==> src/hdl/psdl_pkg.sv <==
// shared types and constants of the priority sorted draw list
`default_nettype none

package psdl_pkg;

    localparam int KEY_W = 16;
    localparam int ID_W  = 8;

    typedef enum logic [1:0] {
        MODE_INSERT = 2'd0,
        MODE_REMOVE = 2'd1,
        MODE_UPDATE = 2'd2,
        MODE_LIST   = 2'd3
    } t_mode;

    typedef enum logic [2:0] {
        ST_OK        = 3'd0,
        ST_FULL      = 3'd1,
        ST_NOT_FOUND = 3'd2,
        ST_DUP       = 3'd3,
        ST_EMPTY     = 3'd4
    } t_status;

    typedef enum logic [2:0] {
        S_IDLE,
        S_CMP,
        S_EXEC,
        S_LIST
    } t_state;

    typedef enum logic [1:0] {
        OP_NONE,
        OP_INSERT,
        OP_REMOVE,
        OP_ROTATE
    } t_cell_op;

    // broadcast to every cell
    typedef struct packed {
        logic                    cmp;
        t_cell_op                op;
        logic signed [KEY_W-1:0] key;
        logic [ID_W-1:0]         id;
    } t_cell_ctl;

    // what one cell shows its neighbors
    typedef struct packed {
        logic                    valid;
        logic                    gt;
        logic                    pre;
        logic signed [KEY_W-1:0] key;
        logic [ID_W-1:0]         id;
        logic signed [KEY_W-1:0] selk;
    } t_link;

    // seen by the first cell on its left side
    localparam t_link LINK_LEFT_END = '{
        valid: 1'b1, gt: 1'b1, pre: 1'b0, key: '0, id: '0, selk: '0
    };

    // seen by the last cell on its right side
    localparam t_link LINK_RIGHT_END = '{
        valid: 1'b0, gt: 1'b0, pre: 1'b0, key: '0, id: '0, selk: '0
    };

endpackage

`default_nettype wire

==> src/hdl/psdl_cell.sv <==
// one slot of the sorted chain: holds an entry and shifts with its neighbors
`default_nettype none

module psdl_cell (
    input  wire                      i_clk,
    input  wire                      i_rst_n,
    input  wire psdl_pkg::t_cell_ctl i_ctl,
    input  wire psdl_pkg::t_link     i_left,
    input  wire psdl_pkg::t_link     i_right,
    input  wire psdl_pkg::t_link     i_head,
    output psdl_pkg::t_link          o_link
);

    logic                              r_valid;
    logic                              r_gt;
    logic                              r_match;
    logic signed [psdl_pkg::KEY_W-1:0] r_key;
    logic [psdl_pkg::ID_W-1:0]         r_id;
    logic                              w_pre;

    assign w_pre = i_left.pre | r_match;

    always_comb begin
        o_link.valid = r_valid;
        o_link.gt    = r_gt;
        o_link.pre   = w_pre;
        o_link.key   = r_key;
        o_link.id    = r_id;
        o_link.selk  = i_left.selk | (r_match ? r_key : '0);
    end

    always_ff @(posedge i_clk) begin
        if (!i_rst_n) begin
            r_valid <= 1'b0;
            r_gt    <= 1'b0;
            r_match <= 1'b0;
        end else begin
            if (i_ctl.cmp) begin
                r_gt    <= r_valid && (i_ctl.key > r_key);
                r_match <= r_valid && (r_id == i_ctl.id);
            end
            case (i_ctl.op)
                psdl_pkg::OP_INSERT: r_valid <= i_left.valid;
                psdl_pkg::OP_REMOVE: r_valid <= i_right.valid;
                default:             r_valid <= r_valid;
            endcase
        end
    end

    always_ff @(posedge i_clk) begin
        case (i_ctl.op)
            psdl_pkg::OP_INSERT: begin
                if (!r_gt) begin
                    // first slot whose key is not below the new one takes it
                    if (i_left.gt) begin
                        r_key <= i_ctl.key;
                        r_id  <= i_ctl.id;
                    end else begin
                        r_key <= i_left.key;
                        r_id  <= i_left.id;
                    end
                end
            end
            psdl_pkg::OP_REMOVE: begin
                if (w_pre) begin
                    r_key <= i_right.key;
                    r_id  <= i_right.id;
                end
            end
            psdl_pkg::OP_ROTATE: begin
                // head entry wraps around to the last held slot
                if (i_right.valid) begin
                    r_key <= i_right.key;
                    r_id  <= i_right.id;
                end else begin
                    r_key <= i_head.key;
                    r_id  <= i_head.id;
                end
            end
            default: begin
                r_key <= r_key;
                r_id  <= r_id;
            end
        endcase
    end

endmodule

`default_nettype wire

==> src/hdl/priority_sorted_draw_list.sv <==
// top level: request sequencer, output register and the chain of slots
// insert and remove: accepted beat, then compare state, then execute state, which waits for a free output
//   register before the result beat; update with a new key: remove pass, then insert pass over the chain
// list: after the execute state, one beat per entry each cycle
//   the sink is ready, the chain rotating once per beat; one request is in work at a time
// reset empties the table (count and slot valid bits); keys and ids are not cleared
`default_nettype none

module priority_sorted_draw_list #(
    parameter int CAPACITY = 16
) (
    input  wire         i_clk,
    input  wire         i_rst_n,
    input  wire         i_s_tvalid,
    output logic        o_s_tready,
    input  wire  [23:0] i_s_tdata,   // entry_id[7:0], priority_req[23:8]
    input  wire  [1:0]  i_s_tuser,   // mode[1:0]
    output logic        o_m_tvalid,
    input  wire         i_m_tready,
    output logic [23:0] o_m_tdata,   // out_id[7:0], out_priority[23:8]
    output logic [2:0]  o_m_tuser,   // status[2:0]
    output logic        o_m_tlast
);

    localparam int CW = $clog2(CAPACITY + 1);

    psdl_pkg::t_state                  r_state, n_state;
    psdl_pkg::t_mode                   r_mode, n_mode;
    logic [psdl_pkg::ID_W-1:0]         r_id;
    logic signed [psdl_pkg::KEY_W-1:0] r_key;
    logic [CW-1:0]                     r_count, n_count;
    logic [CW-1:0]                     r_rem, n_rem;

    logic                              r_out_valid;
    logic [psdl_pkg::ID_W-1:0]         r_out_id;
    logic signed [psdl_pkg::KEY_W-1:0] r_out_key;
    psdl_pkg::t_status                 r_out_status;
    logic                              r_out_last;

    logic                              w_load;
    logic [psdl_pkg::ID_W-1:0]         w_ld_id;
    logic signed [psdl_pkg::KEY_W-1:0] w_ld_key;
    psdl_pkg::t_status                 w_ld_status;
    logic                              w_ld_last;
    logic                              w_out_free;
    logic                              w_accept;

    psdl_pkg::t_cell_ctl               w_ctl;
    psdl_pkg::t_link                   w_link [CAPACITY];
    logic [CAPACITY-1:0]               w_valid_vec;

    logic                              w_found;
    logic                              w_full;
    logic                              w_empty;
    logic signed [psdl_pkg::KEY_W-1:0] w_selk;

    // chain of slots
    for (genvar g = 0; g < CAPACITY; g++) begin : g_cell
        psdl_pkg::t_link w_left;
        psdl_pkg::t_link w_right;
        if (g == 0) begin : g_first
            assign w_left = psdl_pkg::LINK_LEFT_END;
        end else begin : g_mid_l
            assign w_left = w_link[g-1];
        end
        if (g == CAPACITY - 1) begin : g_last
            assign w_right = psdl_pkg::LINK_RIGHT_END;
        end else begin : g_mid_r
            assign w_right = w_link[g+1];
        end
        psdl_cell u_cell (
            .i_clk   (i_clk),
            .i_rst_n (i_rst_n),
            .i_ctl   (w_ctl),
            .i_left  (w_left),
            .i_right (w_right),
            .i_head  (w_link[0]),
            .o_link  (w_link[g])
        );
        assign w_valid_vec[g] = w_link[g].valid;
    end

    assign w_found = w_link[CAPACITY-1].pre;
    assign w_full  = w_link[CAPACITY-1].valid;
    assign w_empty = !w_link[0].valid;
    assign w_selk  = w_link[CAPACITY-1].selk;

    assign o_s_tready = (r_state == psdl_pkg::S_IDLE);
    assign w_accept   = i_s_tvalid && o_s_tready;
    assign w_out_free = !r_out_valid || i_m_tready;

    assign o_m_tvalid = r_out_valid;
    assign o_m_tdata  = {r_out_key, r_out_id};
    assign o_m_tuser  = r_out_status;
    assign o_m_tlast  = r_out_last;

    always_ff @(posedge i_clk) begin
        if (!i_rst_n) begin
            r_state <= psdl_pkg::S_IDLE;
        end else begin
            r_state <= n_state;
        end
    end

    always_comb begin
        n_state     = r_state;
        n_mode      = r_mode;
        n_count     = r_count;
        n_rem       = r_rem;
        w_ctl.cmp   = 1'b0;
        w_ctl.op    = psdl_pkg::OP_NONE;
        w_ctl.key   = r_key;
        w_ctl.id    = r_id;
        w_load      = 1'b0;
        w_ld_id     = r_id;
        w_ld_key    = '0;
        w_ld_status = psdl_pkg::ST_OK;
        w_ld_last   = 1'b1;
        unique case (r_state)
            psdl_pkg::S_IDLE: begin
                if (i_s_tvalid) begin
                    n_state = psdl_pkg::S_CMP;
                end
            end
            psdl_pkg::S_CMP: begin
                w_ctl.cmp = 1'b1;
                n_state   = psdl_pkg::S_EXEC;
            end
            psdl_pkg::S_EXEC: begin
                if (w_out_free) begin
                    n_state = psdl_pkg::S_IDLE;
                    unique case (r_mode)
                        psdl_pkg::MODE_INSERT: begin
                            w_load = 1'b1;
                            if (w_found) begin
                                w_ld_status = psdl_pkg::ST_DUP;
                            end else if (w_full) begin
                                w_ld_status = psdl_pkg::ST_FULL;
                            end else begin
                                w_ctl.op = psdl_pkg::OP_INSERT;
                                w_ld_key = r_key;
                                n_count  = r_count + CW'(1);
                            end
                        end
                        psdl_pkg::MODE_REMOVE: begin
                            w_load = 1'b1;
                            if (!w_found) begin
                                w_ld_status = psdl_pkg::ST_NOT_FOUND;
                            end else begin
                                w_ctl.op = psdl_pkg::OP_REMOVE;
                                w_ld_key = w_selk;
                                n_count  = r_count - CW'(1);
                            end
                        end
                        psdl_pkg::MODE_UPDATE: begin
                            if (!w_found) begin
                                w_load      = 1'b1;
                                w_ld_status = psdl_pkg::ST_NOT_FOUND;
                            end else if (w_selk == r_key) begin
                                w_load   = 1'b1;
                                w_ld_key = r_key;
                            end else begin
                                // take it out, then run an insert pass with the new key
                                w_ctl.op = psdl_pkg::OP_REMOVE;
                                n_count  = r_count - CW'(1);
                                n_mode   = psdl_pkg::MODE_INSERT;
                                n_state  = psdl_pkg::S_CMP;
                            end
                        end
                        psdl_pkg::MODE_LIST: begin
                            if (w_empty) begin
                                w_load      = 1'b1;
                                w_ld_id     = '0;
                                w_ld_status = psdl_pkg::ST_EMPTY;
                            end else begin
                                n_rem   = r_count;
                                n_state = psdl_pkg::S_LIST;
                            end
                        end
                    endcase
                end
            end
            psdl_pkg::S_LIST: begin
                if (w_out_free) begin
                    w_load    = 1'b1;
                    w_ld_id   = w_link[0].id;
                    w_ld_key  = w_link[0].key;
                    w_ld_last = (r_rem == CW'(1));
                    w_ctl.op  = psdl_pkg::OP_ROTATE;
                    n_rem     = r_rem - CW'(1);
                    if (r_rem == CW'(1)) begin
                        n_state = psdl_pkg::S_IDLE;
                    end
                end
            end
            default: begin
                n_state = psdl_pkg::S_IDLE;
            end
        endcase
    end

    always_ff @(posedge i_clk) begin
        if (!i_rst_n) begin
            r_count     <= '0;
            r_rem       <= '0;
            r_out_valid <= 1'b0;
        end else begin
            r_count <= n_count;
            r_rem   <= n_rem;
            if (w_load) begin
                r_out_valid <= 1'b1;
            end else if (i_m_tready) begin
                r_out_valid <= 1'b0;
            end
        end
    end

    always_ff @(posedge i_clk) begin
        if (w_accept) begin
            r_mode <= psdl_pkg::t_mode'(i_s_tuser);
            r_id   <= i_s_tdata[7:0];
            r_key  <= i_s_tdata[23:8];
        end else begin
            r_mode <= n_mode;
        end
        if (w_load) begin
            r_out_id     <= w_ld_id;
            r_out_key    <= w_ld_key;
            r_out_status <= w_ld_status;
            r_out_last   <= w_ld_last;
        end
    end

`ifndef SYNTHESIS
    a_count_matches_slots: assert property (@(posedge i_clk) disable iff (!i_rst_n)
        $countones(w_valid_vec) == r_count)
        else $error("slot valid bits disagree with entry count");

    a_count_in_range: assert property (@(posedge i_clk) disable iff (!i_rst_n)
        r_count <= CW'(CAPACITY))
        else $error("entry count above capacity");

    a_list_not_empty: assert property (@(posedge i_clk) disable iff (!i_rst_n)
        (r_state == psdl_pkg::S_LIST) |-> (r_rem != '0 && r_rem <= r_count))
        else $error("list walk outside the held entries");

    a_valid_prefix: assert property (@(posedge i_clk) disable iff (!i_rst_n)
        (r_count != '0) == w_link[0].valid)
        else $error("head slot validity disagrees with entry count");
`endif

endmodule

`default_nettype wire

==> config.mk <==
export PLATFORM = sky130hd
export DESIGN_NAME = priority_sorted_draw_list
export DESIGN_NICKNAME = d
export VERILOG_FILES = /design/src/hdl/psdl_pkg.sv /design/src/hdl/psdl_cell.sv /design/src/hdl/priority_sorted_draw_list.sv
export SDC_FILE = /design/constraint.sdc
export NUM_CORES = 2
export LEC_CHECK = 0
export CORE_AREA = 3 3 205 288
export DETAILED_ROUTE_END_ITERATION = 8
export DIE_AREA = 0 0 208 291
export DONT_BUFFER_PORTS = 1
export PLACE_DENSITY_LB_ADDON = 0.12
export SLEW_MARGIN = 20
export SYNTH_ARGS = -nofsm -noshare
export SYNTH_HDL_FRONTEND = slang
export SYNTH_SLANG_ARGS = --single-unit
==> constraint.sdc <==
create_clock -name i_clk -period 7.45 [get_ports i_clk]
set_input_delay 0.3725 -clock i_clk [delete_from_list [all_inputs] [get_ports i_clk]]
set_output_delay 0.3725 -clock i_clk [all_outputs]
set_load 0.01 [all_outputs]
== Word-level counts from Yosys, hierarchy flattened ==
Index checks and enable logic that the tools add are counted.
Operators by class
  $mul: 0
  magnitude comparators: 16
  reductions and logical operators: 70
  $add $sub $neg: 3
  bitwise gates (word level): 30
  muxes and demuxes: 252
  divide/modulo/power cells: 0
  shift-type cells: 0
  equality and inequality tests: 72
Operator list (number)
  $mux 16: 85
  $pmux 16 s3: 17
  $mux 8: 66
  $pmux 8 s3: 16
  $gt 16x16->1: 16
  $or 16x16->16: 15
  $eq 8x8->1: 16
  $ne 2x2->1 const B: 25
  $mux 5: 9
  $reduce_and 3->1: 15
  $ne 2x1->1 const B: 20
  $pmux 1 s2: 17
  $logic_and 1x1->1: 33
  $pmux 16 s2: 1
  $mux 2: 14
  $eq 16x16->1: 1
  $pmux 8 s2: 1
  $mux 3: 5
  $or 1x1->1: 15
  $pmux 5 s3: 1
  $reduce_bool 2->1: 7
  $mux 1: 13
  $pmux 3 s4: 1
  $pmux 5 s2: 1
  other kinds (21): 33
Word-level totals
  bits in read-only memories: 0
  bits in latches: 0
  output and inout bits: 30
  word-level logic and storage cells: 534
  memory bits (writable): 0
  flip-flop bits (word level): 500
  input port bits: 30
  memories: 0

== Logic depth before layout (Yosys ltp) ==
  depth in word-level cells: 25
  mapped depth: 19
  gate-level depth less buffers: 16

== Cells and area by module ==
Synthesis repeated with hierarchy kept, for this count alone.
Unflattened totals
  cell total of the unflattened synthesis: 4300
  area, all modules: 44072.3 µm²
Modules (own cells, without submodules)
  psdl_cell at g_cell[1].u_cell ...: sequential area each 780.7 µm², cells an instance 249, area each 2518.7 µm², instances 8
  psdl_cell at g_cell[0].u_cell ...: sequential area each 780.7 µm², cells an instance 250, area each 2552.4 µm², instances 6
  priority_sorted_draw_list: sequential area each 1881.8 µm², cells an instance 320, area each 3598.5 µm², instances 1
  psdl_cell at g_cell[15].u_cell: sequential area each 780.7 µm², cells an instance 244, area each 2507.4 µm², instances 1
  psdl_cell at g_cell[9].u_cell: sequential area each 780.7 µm², cells an instance 244, area each 2502.4 µm², instances 1

== Worst setup path after synthesis ==
OpenSTA, ideal clock, no wires.
  path type: flip-flop to flip-flop
  start point: reg g_cell[15].u_cell.r_match
  end point: reg g_cell[15].u_cell.r_id[0] (netlist name), enable pin
  required time: 7.005 ns
  library setup time: 0.445 ns
  stages on the path, launching flop included: 17
  buffers on the path: 6
  period minus slack after synthesis: 5.462 ns
  slack: 1.988 ns
  arrival time: 5.017 ns
  path through: dfxtp_1 -> buf_2 -> buf_4 -> a22o_1 -> a221oi_1 -> and4_1 -> xnor2_1 -> nand4_1 -> nor4_2 -> buf_4 -> nor2_1 -> a21o_1 -> ha_1 -> clkbuf_1 -> clkbuf_1 -> clkbuf_1 -> a221oi_1
Between the ends
  longest elaborated chain between the ends: 11
  elaborated cells between the ends (all ways): 18
  classes of those cells: 6 x eq/ne; 8 x mux; 2 x bitwise; 2 x reduce/logical
RTL lines
  start: declaration: line psdl_cell.sv:16  | logic r_match;
  start signal: assignment: line psdl_cell.sv:40  | r_match <= r_valid && (r_id == i_ctl.id);
  $mux 16: line psdl_cell.sv:29  | o_link.selk = i_left.selk | (r_match ? r_key : '0);
  $or 16x16->16: line psdl_cell.sv:29
  $eq 16x16->1: line priority_sorted_draw_list.sv:159  | end else if (w_selk == r_key) begin
  $mux 2: line priority_sorted_draw_list.sv:159
  $mux 2: line priority_sorted_draw_list.sv:156  | if (!w_found) begin
  $pmux 2 s3: line priority_sorted_draw_list.sv:132  | unique case (r_mode)
  $mux 2: line priority_sorted_draw_list.sv:130  | if (w_out_free) begin
  $pmux 2 s2: line priority_sorted_draw_list.sv:119  | unique case (r_state)
  $eq 2x2->1 or $eq 2x1->1 (tied branches): line psdl_cell.sv:51  | case (i_ctl.op)
  $ne 2x1->1 (no source line), or another cell as far along
  $reduce_and 3->1 (no source line) (*)
  end signal: assignment: line psdl_cell.sv:57  | r_id <= i_ctl.id;
  end signal: assignment: line psdl_cell.sv:60  | r_id <= i_left.id;
  end signal: assignment: line psdl_cell.sv:67  | r_id <= i_right.id;
  end: declaration: line psdl_cell.sv:18  | logic [psdl_pkg::ID_W-1:0] r_id;
Every way passes the cells marked *; elsewhere a longest branch is shown, timed or not.
A chain may end at the register's enable or synchronous reset.

== Worst setup path in the final report ==
  start point: reg g_cell[1].u_cell.r_match
  end point: reg g_cell[14].u_cell.r_key[8] (netlist name), enable pin
Between the ends
  longest elaborated chain between the ends: 25
  elaborated cells between the ends (all ways): 46
  classes of those cells: 6 x eq/ne; 8 x mux; 30 x bitwise; 2 x reduce/logical
RTL lines
  start: declaration: line psdl_cell.sv:16
  start signal: assignment: line psdl_cell.sv:40
  $mux 16: line psdl_cell.sv:29
  $or 16x16->16 (15 in a row): line psdl_cell.sv:29
  $eq 16x16->1: line priority_sorted_draw_list.sv:159
  $mux 2: line priority_sorted_draw_list.sv:159
  $mux 2: line priority_sorted_draw_list.sv:156
  $pmux 2 s3: line priority_sorted_draw_list.sv:132
  $mux 2: line priority_sorted_draw_list.sv:130
  $pmux 2 s2: line priority_sorted_draw_list.sv:119
  $eq 2x2->1 or $eq 2x1->1 (tied branches): line psdl_cell.sv:51
  $ne 2x1->1 (no source line), or another cell as far along
  $reduce_and 3->1 (no source line) (*)
  end signal: assignment: line psdl_cell.sv:56  | r_key <= i_ctl.key;
  end signal: assignment: line psdl_cell.sv:59  | r_key <= i_left.key;
  end signal: assignment: line psdl_cell.sv:66  | r_key <= i_right.key;
  end: declaration: line psdl_cell.sv:17  | logic signed [psdl_pkg::KEY_W-1:0] r_key;
Marks and branches as above.

==> impl_results.md <==
- Die W: 208 um
- DRC violations left: 0
- Final setup violating endpoints: 0
- Async set or reset register ratio after synthesis: 0
- Static power due to leakage: ~13 nW
- Starting density of the core: 0.650
- Worst Clk Skew: 0.0264 ns
- Overall power: 7.07 mW
- Sink count of the clock tree: 499
- Post-route design area: 39300 um^2
- Layout overhead on the synthesized area: 7.02%
- Library cell with the largest summed area after synthesis: sky130_fd_sc_hd__edfxtp_1
- Critical path capture point: g_cell[14].u_cell.r_key[8]$_DFFE_PP_
- Final critical path time including I/O delays and setup: 6.17 ns
- Wire length of the first global-routing pass: 212 mm
- Number of I/O pins: 60
- Buffer depth of the longest clock path: 3
- Inserted Clock Buffers: 51
- Pin count of the biggest net entering global routing: 160
- Required time of the critical path: 7.79 ns
- Synth area leaders: sky130_fd_sc_hd__edfxtp_1, sky130_fd_sc_hd__mux2i_1, sky130_fd_sc_hd__ha_1
- Drt pass-1 iters: 9
- Number of filler cells placed in the layout: 4219
- Mean instance size in the synthesized netlist: around 10 um^2
- VDD IR max: 0.223 mV
- CP arrival: 6.51 ns
- Max_slew headroom: 0.159
- R2R depth: 18
- Most instantiated flip-flop cell in the synthesis netlist: sky130_fd_sc_hd__edfxtp_1
- Fin util: 0.696
- Slowest Stage Delay on Critical Path: 0.92 ns
- IO buf count: 0
- Worst Setup Start Kind: flip-flop
- Warning count from the yosys run: 0
- Kind of capture point of the worst setup path: flip-flop
- Synthesized area: 36700 um^2
- Share of synthesized area occupied by flip-flops and latches: 0.392
- Total inserted antenna cells: 0
- DR WL/cell: 33.1 um
- Detailed placement HPWL: ~100 mm
- Share of the synthesized area in the top cell type: 0.358
- Clock slew at reported path FFs: 0.07 ns
- Power per cell area: ~180 nW/um^2
- Clock latency reported for the late side of the worst-skew pair: 0.64 ns
- Syn_nets: 3990
- Count of maximum capacitance violations: 0
- Yosys cell types: between 60 and 70
- Post-CTS Setup Inserts: 0
- Post-synth EDFFs: 438
- Layout cells sized above 1: 0.0593
- Start point of the critical path: g_cell[1].u_cell.r_match$_SDFFE_PN0N_
- Result of the run: complete, no violations
- Reg-to-Reg End: g_cell[14].u_cell.r_key[8]$_DFFE_PP_
- Slowest cell on the critical path: sky130_fd_sc_hd__dfxtp_1
- Leading cell type in the layout, fill and taps excluded: sky130_fd_sc_hd__mux2i_1
- Root buffer cell: sky130_fd_sc_hd__clkbuf_16
- Number of nets still failing antenna checks after routing: 0
- Setup slack of the worst register-to-register path: 1.28 ns
- Vias per cell: 7.59
- Count of nets after finishing: around 3800
- Overall overflow remaining after global route: 0
- Maximum fanout encountered on the critical timing path: 66
- Number of violations reported at the end of detailed-routing iteration 0: 4143
- Origin of the critical flop-to-flop path: g_cell[1].u_cell.r_match$_SDFFE_PN0N_
- Slew @ Worst Pin: 1.26 ns
- Count of final max-slew check failures: 0
- Initial antenna violation count: 2
- H-tree lvl count: 2
- Period Utilization, post-route: 0.828
- Std-Cell Rows: 103
- Number of hold violations in the final report: 0
- GRT Overall Usage: 0.459
- Die Ht: 291 um
- Via Count: 32700
- Die outline area: around 60000 um^2
- Vias in the first global route: around 33000
- Instance area after placement: 37200 um^2
- Global placement routability congestion: about 1.0
- Class of the most critical setup path: reg -> reg
- Wire length after detailed routing: 143 mm
- Setup repair after global routing missed its margin: false
- Crit-path cells: a22o_1 > a221oi_1 > and4_1 > xnor2_1 > nand4_1 > nor4_2 > buf_4 > nor2_1 > a21o_1 > ha_4 > nand2b_1 > or2_2 > or3_1 > nor3_1 > nand2_1 > nor2_1 > a211oi_4 > buf_4
- Count of mapped cells out of synthesis: 3690
- Cells resized by post-CTS repair: 0
- Hold/Removal Path Class: in -> reg
- Upper clock frequency limit: roughly 0.16 GHz
- FF+latch area: 14400 um^2
- CTS tree: done
- Commonest non-fill, non-tap cells in the layout: sky130_fd_sc_hd__mux2i_1, sky130_fd_sc_hd__nand2_1, sky130_fd_sc_hd__edfxtp_1
- Total of flip-flops plus latches after synthesis: 499
- Total Neg Setup Slack: 0 ns
- Area of the multi-input gates: approximately 20000 um^2
- Core ar.: 56400 um^2
-- power by group --
group          internal [mW]  leakage, nW  total [mW]  switching [mW]
Clock                   1.55        0.863        2.77            1.22
Sequential              3.18         4.51        3.36           0.187
Combinational          0.347         7.97       0.934           0.587
Total                   5.08         13.3        7.07            2.00
-- logic make-up after synthesis --
family	synth area share
mux	0.131
xor+xnor	0.0351
buf+inv	0.0651
fa+ha+maj	0.0923
flops	0.392
compound gates	0.180
simple gates	0.105
-- metal layers --
metal	up-vias	GRT usage	routed length [um]
li1	13700	-	-
met1	15600	0.512	45500
met2	2608	0.756	66700
met3	869	0.0717	13400
met4	4	0.414	17200
met5	-	0	25
-- critical path: cells and delay by family (launching register included) --
family	cells	cell delay [ns]
AO/OA/AOI/OAI	4	0.63
XOR/XNOR	1	0.20
adder cells (fa/ha/maj)	1	0.73
buffers and inverters	2	0.51
flip-flops	1	0.92
AND/OR/NAND/NOR	10	2.81
-- cell usage after synthesis, types with 7 or more instances --
library cell and number:
sky130_fd_sc_hd__nand3_1 23, sky130_fd_sc_hd__nor3_1 19, sky130_fd_sc_hd__o21a_1 30, sky130_fd_sc_hd__mux2i_1 471
sky130_fd_sc_hd__nor2b_1 49, sky130_fd_sc_hd__xnor2_1 101, sky130_fd_sc_hd__o221ai_1 337, sky130_fd_sc_hd__ha_1 269
sky130_fd_sc_hd__a21oi_1 112, sky130_fd_sc_hd__nand4_1 83, sky130_fd_sc_hd__edfxtp_1 438, sky130_fd_sc_hd__nor4_1 21
sky130_fd_sc_hd__a211oi_1 18, sky130_fd_sc_hd__buf_2 22, sky130_fd_sc_hd__a31oi_1 8, sky130_fd_sc_hd__nor3b_1 7
sky130_fd_sc_hd__inv_1 291, sky130_fd_sc_hd__a222oi_1 15, sky130_fd_sc_hd__buf_1 51, sky130_fd_sc_hd__dfxtp_1 61
sky130_fd_sc_hd__a21o_1 44, sky130_fd_sc_hd__nand2b_1 25, sky130_fd_sc_hd__nand2_1 459, sky130_fd_sc_hd__and4_1 25
sky130_fd_sc_hd__o21ai_0 94, sky130_fd_sc_hd__nor2_1 90, sky130_fd_sc_hd__clkbuf_1 235, sky130_fd_sc_hd__a22o_1 72
sky130_fd_sc_hd__buf_6 7, sky130_fd_sc_hd__mux2_2 8, sky130_fd_sc_hd__a221oi_1 76, sky130_fd_sc_hd__xor2_1 46
-- repair_timing --
| item | 4_1_cts | 5_1_grt |
|---|---|---|
| hold endpoints to repair | 37 | 0 |
| setup endpoints to repair | 0 | 0 |
| hold buffers | 29 | 0 |
-- flip-flops by register name (all words and copies together) (netlist names), 5 cells and up --
name	cells
r_out_id	8
g_cell.u_cell.r_id	128
r_out_key	16
g_cell.u_cell.r_gt	16
r_rem	5
r_id	8
r_count	5
g_cell.u_cell.r_match	16
g_cell.u_cell.r_valid	16
g_cell.u_cell.r_key	256
r_key	16
-- layout make-up --
cell class	count	share of cell area
timing repair buffer	109	0.0236
multi-input combinational	2580	0.514
tap	735	0.0234
clock inverter	22	0.00535
clock buffer	73	0.0393
sequential	499	0.366
inverter	292	0.0279
-- worst min path at each step --
stage                                              startpoint                                  end  slack, ns  depth (start not counted)
after detailed placement                         i_s_tdata[8]                   r_key[0]$_DFFE_PP_       0.47                          0
after global routing                                  i_rst_n   g_cell[2].u_cell.r_gt$_SDFFE_PN0N_       0.03                          3
after global placement                           i_s_tdata[6]                    r_id[6]$_DFFE_PP_       0.47                          0
final                                                 i_rst_n   g_cell[2].u_cell.r_gt$_SDFFE_PN0N_       0.03                          3
after CTS                                             i_rst_n   g_cell[2].u_cell.r_gt$_SDFFE_PN0N_       0.01                          3
after floorplan           g_cell[15].u_cell.r_gt$_SDFFE_PN0N_  g_cell[15].u_cell.r_gt$_SDFFE_PN0N_       0.43                          2
-- through the flow --
stage / hold slack [ns] / instances / setup slack, ns
2_1_floorplan: 0.425 / 3690 / 1.99
3_3_place_gp: 0.471 / 4186 / 1.50
3_5_place_dp: 0.471 / 4186 / 1.47
4_1_cts: 0.0112 / 4310 / 1.42
5_1_grt: 0.0268 / 4310 / 1.05
6_report: 0.0293 / 4310 / 1.28
No activity file was read; power rests on OpenSTA's default activity.
